## config.mk

```make
export PLATFORM = sky130hd
export DESIGN_NAME = spad_sqrt
export DESIGN_NICKNAME = d
export VERILOG_FILES = /design/src/rtl/core/spad_pkg.sv /design/src/rtl/core/spad_sqrt.sv
export SDC_FILE = /design/constraint.sdc
export NUM_CORES = 2
export LEC_CHECK = 0
export BUFFER_PORTS_ARGS = -buffer_cell sky130_fd_sc_hd__buf_2
export CORE_MARGIN = 4
export CORE_UTILIZATION = 31
export CTS_CLUSTER_DIAMETER = 80
export DETAILED_ROUTE_END_ITERATION = 16
export PLACE_DENSITY_LB_ADDON = 0.15
export SYNTH_ARGS = -nofsm -noshare
export SYNTH_HDL_FRONTEND = slang
export SYNTH_SLANG_ARGS = --single-unit
```

## constraint.sdc

```tcl
create_clock -name clk -period 11.7 [get_ports clk]
set_clock_uncertainty 0.2 [all_clocks]
set_input_delay 2.925 -clock clk [delete_from_list [all_inputs] [get_ports clk]]
set_output_delay 2.925 -clock clk [all_outputs]
set_load 0.01 [all_outputs]
```

## src/rtl/core/spad_pkg.sv

```systemverilog
// Shared types, constants and table functions for the star pair angular distance pipeline.
package spad_pkg;

	// Port and field widths
	localparam int COORD_W    = 16;
	localparam int ANGLE_W    = 24;
	localparam int CFG_IDX_W  = 3;
	localparam int CFG_DATA_W = 20;
	localparam int FOCAL_W    = 20;

	// Datapath widths
	localparam int NORM_BITS = 30;   // normalized magnitudes stay below 2^30
	localparam int VAL_W     = 31;   // normalized vector component, signed
	localparam int MAG_W     = 30;   // normalized cross/dot magnitude
	localparam int SUMSQ_W   = 62;   // sum of three squared magnitudes
	localparam int ROOT_W    = 31;   // integer square root of SUMSQ_W bits

	// CORDIC
	localparam int CORDIC_STEPS = 32;
	localparam int TURN_BITS    = 40;   // half-turn fraction bits
	localparam int XY_W         = 36;
	localparam int Z_W          = 43;

	// Pipeline depth per unit
	localparam int VEC_STAGES    = 3;
	localparam int PROD_STAGES   = 6;
	localparam int SQRT_STAGES   = ROOT_W;
	localparam int CORDIC_STAGES = CORDIC_STEPS + 3;
	localparam int LATENCY       = VEC_STAGES + PROD_STAGES + SQRT_STAGES + CORDIC_STAGES;

	// Configuration register indexes
	typedef enum logic [CFG_IDX_W-1:0] {
		REG_CENTER_X = 3'd0,
		REG_CENTER_Y = 3'd1,
		REG_PITCH_X  = 3'd2,
		REG_PITCH_Y  = 3'd3,
		REG_FOCAL    = 3'd4
	} cfg_reg_t;

	// Camera configuration as seen by the datapath
	typedef struct packed {
		logic [COORD_W-1:0] ctr_col;
		logic [COORD_W-1:0] ctr_row;
		logic [COORD_W-1:0] pitch_x;
		logic [COORD_W-1:0] pitch_y;
		logic [FOCAL_W-1:0] focal_length;
	} cam_cfg_t;

	// Normalized line-of-sight pair (a0,a1,f) and (b0,b1,f)
	typedef struct packed {
		logic signed [VAL_W-1:0] a0;
		logic signed [VAL_W-1:0] a1;
		logic signed [VAL_W-1:0] b0;
		logic signed [VAL_W-1:0] b1;
		logic [NORM_BITS-1:0]    f;
	} los_pair_t;

	// Squared cross magnitude and dot magnitude, into the square root
	typedef struct packed {
		logic [SUMSQ_W-1:0] sumsq;
		logic [MAG_W-1:0]   dmag;
		logic               dot_neg;
	} sumsq_t;

	// Sine and cosine terms, into the CORDIC
	typedef struct packed {
		logic [ROOT_W-1:0] s_term;
		logic [MAG_W-1:0]  dmag;
		logic              dot_neg;
	} sincos_t;

	// atan(2^-i) in Q60 by its power series, i >= 1
	function automatic logic [63:0] atan_pow2_q60(input int unsigned i);
		logic [63:0] acc;
		logic [63:0] t;
		int unsigned sh;
		acc = '0;
		for (int k = 0; k < 31; k++) begin
			sh = i * unsigned'(2 * k + 1);
			if (sh <= 60) begin
				t = (64'd1 << 60) >> sh;
				t = t / 64'(2 * k + 1);
				if ((k & 1) == 1) acc = acc - t;
				else acc = acc + t;
			end
		end
		return acc;
	endfunction

	// atan(1/3) in Q60
	function automatic logic [63:0] atan_third_q60();
		logic [63:0] acc;
		logic [63:0] p;
		logic [63:0] t;
		acc = '0;
		p = (64'd1 << 60) / 64'd3;
		for (int k = 0; k < 40; k++) begin
			if (p != 0) begin
				t = p / 64'(2 * k + 1);
				if ((k & 1) == 1) acc = acc - t;
				else acc = acc + t;
				p = p / 64'd9;
			end
		end
		return acc;
	endfunction

	// CORDIC angle entry: atan(2^-i) in half-turns, 40 fraction bits
	function automatic logic [TURN_BITS-1:0] atan_entry(input int unsigned i);
		logic [63:0] pi_q60;
		logic [63:0] r;
		logic [63:0] q;
		pi_q60 = 64'd4 * (atan_pow2_q60(1) + atan_third_q60());
		r = '0;
		q = '0;
		if (i == 0) begin
			q = 64'd1 << (TURN_BITS - 2);
		end else begin
			r = atan_pow2_q60(i);
			for (int b = 0; b < TURN_BITS; b++) begin
				r = r << 1;
				q = q << 1;
				if (r >= pi_q60) begin
					r = r - pi_q60;
					q = q | 64'd1;
				end
			end
		end
		return q[TURN_BITS-1:0];
	endfunction

endpackage

```

## src/rtl/core/spad_sqrt.sv

```systemverilog
// Pipelined integer square root, one result bit per stage.
module spad_sqrt import spad_pkg::*; (
	input  logic    clk,
	input  logic    arst_n,
	input  logic    in_valid,
	input  sumsq_t  in_sq,
	output logic    out_valid,
	output sincos_t out_sc
);

	localparam int T_W = SUMSQ_W + 1;

	logic [SUMSQ_W-1:0] rem_s  [ROOT_W+1];
	logic [ROOT_W-1:0]  root_s [ROOT_W+1];
	logic [MAG_W-1:0]   dmag_s [ROOT_W+1];
	logic [ROOT_W:0]    neg_s;
	logic [ROOT_W:0]    v_s;

	assign rem_s[0]  = in_sq.sumsq;
	assign root_s[0] = '0;
	assign dmag_s[0] = in_sq.dmag;
	assign neg_s[0]  = in_sq.dot_neg;
	assign v_s[0]    = in_valid;

	// Each stage tries the next lower root bit against the remainder
	for (genvar k = 0; k < ROOT_W; k++) begin : g_bit
		localparam int B = ROOT_W - 1 - k;
		logic [T_W-1:0] trial;
		logic           take;

		assign trial = (T_W'(root_s[k]) << (B + 1)) | (T_W'(1) << (2 * B));
		assign take  = {1'b0, rem_s[k]} >= trial;

		always_ff @(posedge clk) begin
			rem_s[k+1]  <= take ? SUMSQ_W'({1'b0, rem_s[k]} - trial) : rem_s[k];
			root_s[k+1] <= take ? (root_s[k] | (ROOT_W'(1) << B)) : root_s[k];
			dmag_s[k+1] <= dmag_s[k];
			neg_s[k+1]  <= neg_s[k];
		end

		always_ff @(posedge clk or negedge arst_n) begin
			if (!arst_n) begin
				v_s[k+1] <= 1'b0;
			end else begin
				v_s[k+1] <= v_s[k];
			end
		end
	end

	assign out_valid      = v_s[ROOT_W];
	assign out_sc.s_term  = root_s[ROOT_W];
	assign out_sc.dmag    = dmag_s[ROOT_W];
	assign out_sc.dot_neg = neg_s[ROOT_W];

endmodule

```

==> reports/metrics.yaml <==
synthesis:
  syn_area_per_cell_um2: 10.95
  synth.area.top_cells: "dfxtp_1, ha_1, xnor2_1"
  yosysTopAreaCellShare_pct: 60.96
  syn_area_um2: 108900
  synthTopCellsByCount: "dfxtp_1, inv_1, nand2_1"
  yosysMostFrequentCell: "dfxtp_1"
  synthCells: 9946
  synth_warnings: 0
  synth_area_leader_cell: "dfxtp_1"
  synth_edf_count: 0
  yosys_most_used_dff: "dfxtp_1"
  ys_types: 85
  synth-seq-cells: 3348
  syn-num-nets: 10570
  async_flop_share_pct: 0.9259
  synth_seq_area_share_pct: 61.67
clock_network:
  cts.sinks: 3348
  cts_setup_buffers: 0
  clockBufferDepth: 4
  insertion_delay_ns: 0.96
  cts_resized: 0
  cts_tree: "done"
  cts_hold_buf: 0
  htreeDepth: 5
  clkTransAtPathRegs_ns: 0.06
  cts-root-buf: "clkbuf_16"
  tritoncts.num_buffers: 364
timing:
  hold_ws_ns: 0.1028
  worst_slack_ns: 6.495
  fin_crit_sh_pct: 44.49
  tightest_slew_ns: 1.241
  tns_ns: 0
  hold_viol: 0
  slew-limit-headroom_pct: 16.64
  max_freq_ghz: 0.1921
  drv_slew: 0
  finalSetupViolations: 0
  rsz0062_at_grt: "false"
  fin_crit_ns: 5.205
critical_path:
  r2r_slack_ns: 6.49
  worst-path-max-fanout: 52
  crit_slowest_cell: "nor4_1"
  worst_setup_path_end_kind: "flip-flop"
  cp.arrival_ns: 5.77
  critPathKind: "flip-flop to flip-flop"
  cp_top_family: "simple AND/OR/NAND/NOR gates"
  regToRegStartpoint: "g_bit[24].trial[37]"
  critPathBufInv: 2
  required_ns: 12.26
  critPathLaunchType: "flip-flop"
  max_stage_delay_ns: 0.84
  r2r-end: "rem_s[419]"
  path_cells: "inv_1, ha_1, nand4_1, or3_1, nor4_1, a41oi_1, o2111ai_1, a21oi_4, buf_4, or2_2, a211oi_1, nand3b_1, xnor2_1"
  rr_worst_depth: 13
floorplan:
  rows: 217
  die_width_um: 600.8
  die_area_um2: 361000
  core_area_um2: 349700
  dieHeight_um: 600.8
  start_util_pct: 31.15
  ioPinCount: 159
routing:
  ant_nets: 0
  drc: 0
  drt_iter0_drc: 3587
  totalWireLength_um: 282900
  wl_per_cell_um: 18.55
  num_vias: 70140
  via_per_inst: 4.599
  firstDrtPassIters: 6
placed_design:
  pre_cts_ws_ns: 6.354
  io_buffers: 158
  hpwl_um: 221000
  place.gp.congestion: 0.8999
hold_path:
  hold_path.class: "flip-flop to flip-flop"
  min-delay-start: "dmag_s[707]"
  worstHoldPathCells: 0
  hold_end: "dmag_s[677]"
flow_run:
  cap_violations: 0
grt:
  antenna_found_initial: 12
  grt_usage_pct: 15.25
  grt-ovfl-total: 0
  grt_max_degree: 62
  grt_pass1_wl_um: 433600
  grt_pass1_vias: 73100
power:
  p_sw_share_pct: 30.13
  clock_power_share_pct: 35.8
  p_int_w: 0.02317
  p_comb_share_pct: 18.5
  power_density_nw_per_um2: 259.2
  p_sw_w: 0.009990
  p_leak_nw: 56.55
  p_seq_share_pct: 45.8
  peakVddDrop_v: 0.0001218
run_status:
  status: "completed"
finish:
  syn_to_final_growth_pct: 17.43
  drive_above_1_share_pct: 8.840
  finalNetCount: 10940
-- power by group through the flow --
| stage | logic [W] | clock network (W) | registers, W |
|---|---|---|---|
| after floorplan | 0.00466 | 0 | 0.0146 |
| after global placement | 0.00608 | 0 | 0.0154 |
| after detailed placement | 0.00613 | 0 | 0.0154 |
| after CTS | 0.00617 | 0.0123 | 0.0152 |
| after global routing | 0.00685 | 0.0128 | 0.0154 |
| final | 0.00612 | 0.0119 | 0.0152 |
-- worst max-delay path by stage --
stage / from / end / slack, ns / depth (start not counted)
global placement: in_sq[43] / rem_s[1921] / 6.30 / 6
finish: g_bit[24].trial[37] / rem_s[419] / 6.49 / 13
CTS: g_bit[24].trial[37] / rem_s[427] / 6.35 / 13
floorplan: in_sq[92] / rem_s[1921] / 7.23 / 6
detailed placement: g_bit[24].trial[37] / rem_s[419] / 6.35 / 13
global route: g_bit[24].trial[37] / rem_s[427] / 6.17 / 13
-- worst reg2reg max path, stage by stage, from the launching register on --
cell       delay (ns)
dfxtp_1          0.34
inv_1            0.05
ha_1             0.46
nand4_1          0.46
or3_1            0.50
nor4_1           0.84
a41oi_1          0.23
o2111ai_1        0.23
a21oi_4          0.04
buf_4            0.29
or2_2            0.36
a211oi_1         0.74
nand3b_1         0.19
xnor2_1          0.17
-- area by class of cell --
type | instances | area, um^2
clock inverter | 156 | 2352
inverter | 659 | 2474
timing repair buffer | 198 | 1091
tap | 4599 | 5754
sequential | 3348 | 67180
multi-input combinational | 5752 | 38610
fill | 34090 | 221800
clock buffer | 509 | 10390
antenna | 31 | 77.57
-- layer usage --
layer	vias to the layer above	wire (um)	GRT usage, %
met1	33280	113300	16.73
met3	556	10230	2.401
li1	35000	-	-
met5	-	0	0
met2	1305	146700	28.84
met4	0	12620	6.466
-- flip-flops by register name, indices dropped and copies added (netlist names) --
signal,cells
dmag_s,900
rem_s,1860
g_bit.trial,465
neg_s,30
out_valid,1
v_s,30
out_sc,62
-- through the flow --
stage	power (W)	area, um^2	std cells	utilization (%)
final	0.03316	127900	15250	36.58
after global routing	0.03501	127900	15250	36.58
after CTS	0.03367	127800	15220	36.56
after detailed placement	0.02157	115100	14560	32.92
after global placement	0.02152	115100	14560	32.92
after floorplan	0.01924	108900	9946	-
-- cells by family (layout without fill, tap and decap cells) --
group,after synthesis,after routing,share of synthesized area (%)
DFF,3348,3348,61.67
adders and majority gates,525,525,6.030
other,0,31,0
AOI/OAI and AO/OA,1679,1679,9.423
muxes,85,85,0.8717
and+or+nand+nor,2629,2629,12.28
xor gates and xnor gates,834,834,6.705
buffers and inverters,846,1522,3.023
-- cell usage in the layout (no fill, tap or decap), drive strengths merged, types with 32 or more instances in the layout --
cell and count:
o21bai 55, or3 89, xor2 402, a211oi 33, buf 198, or2 32, dfxtp 3317, xnor2 432
mux2 79, bufinv 38, nand3 135, o31ai 32, or4 57, o21a 97, a21oi 596, nor4b 55
nand2b 102, nor2 594, inv 675, nand4 141, nand2 615, nor2b 65, and3 42, ha 525
clkbuf 509, a21o 197, nor4 320, o21ai 419, nor3 256, a31oi 45, clkinv 80
(Power assumes the default switching activity.)
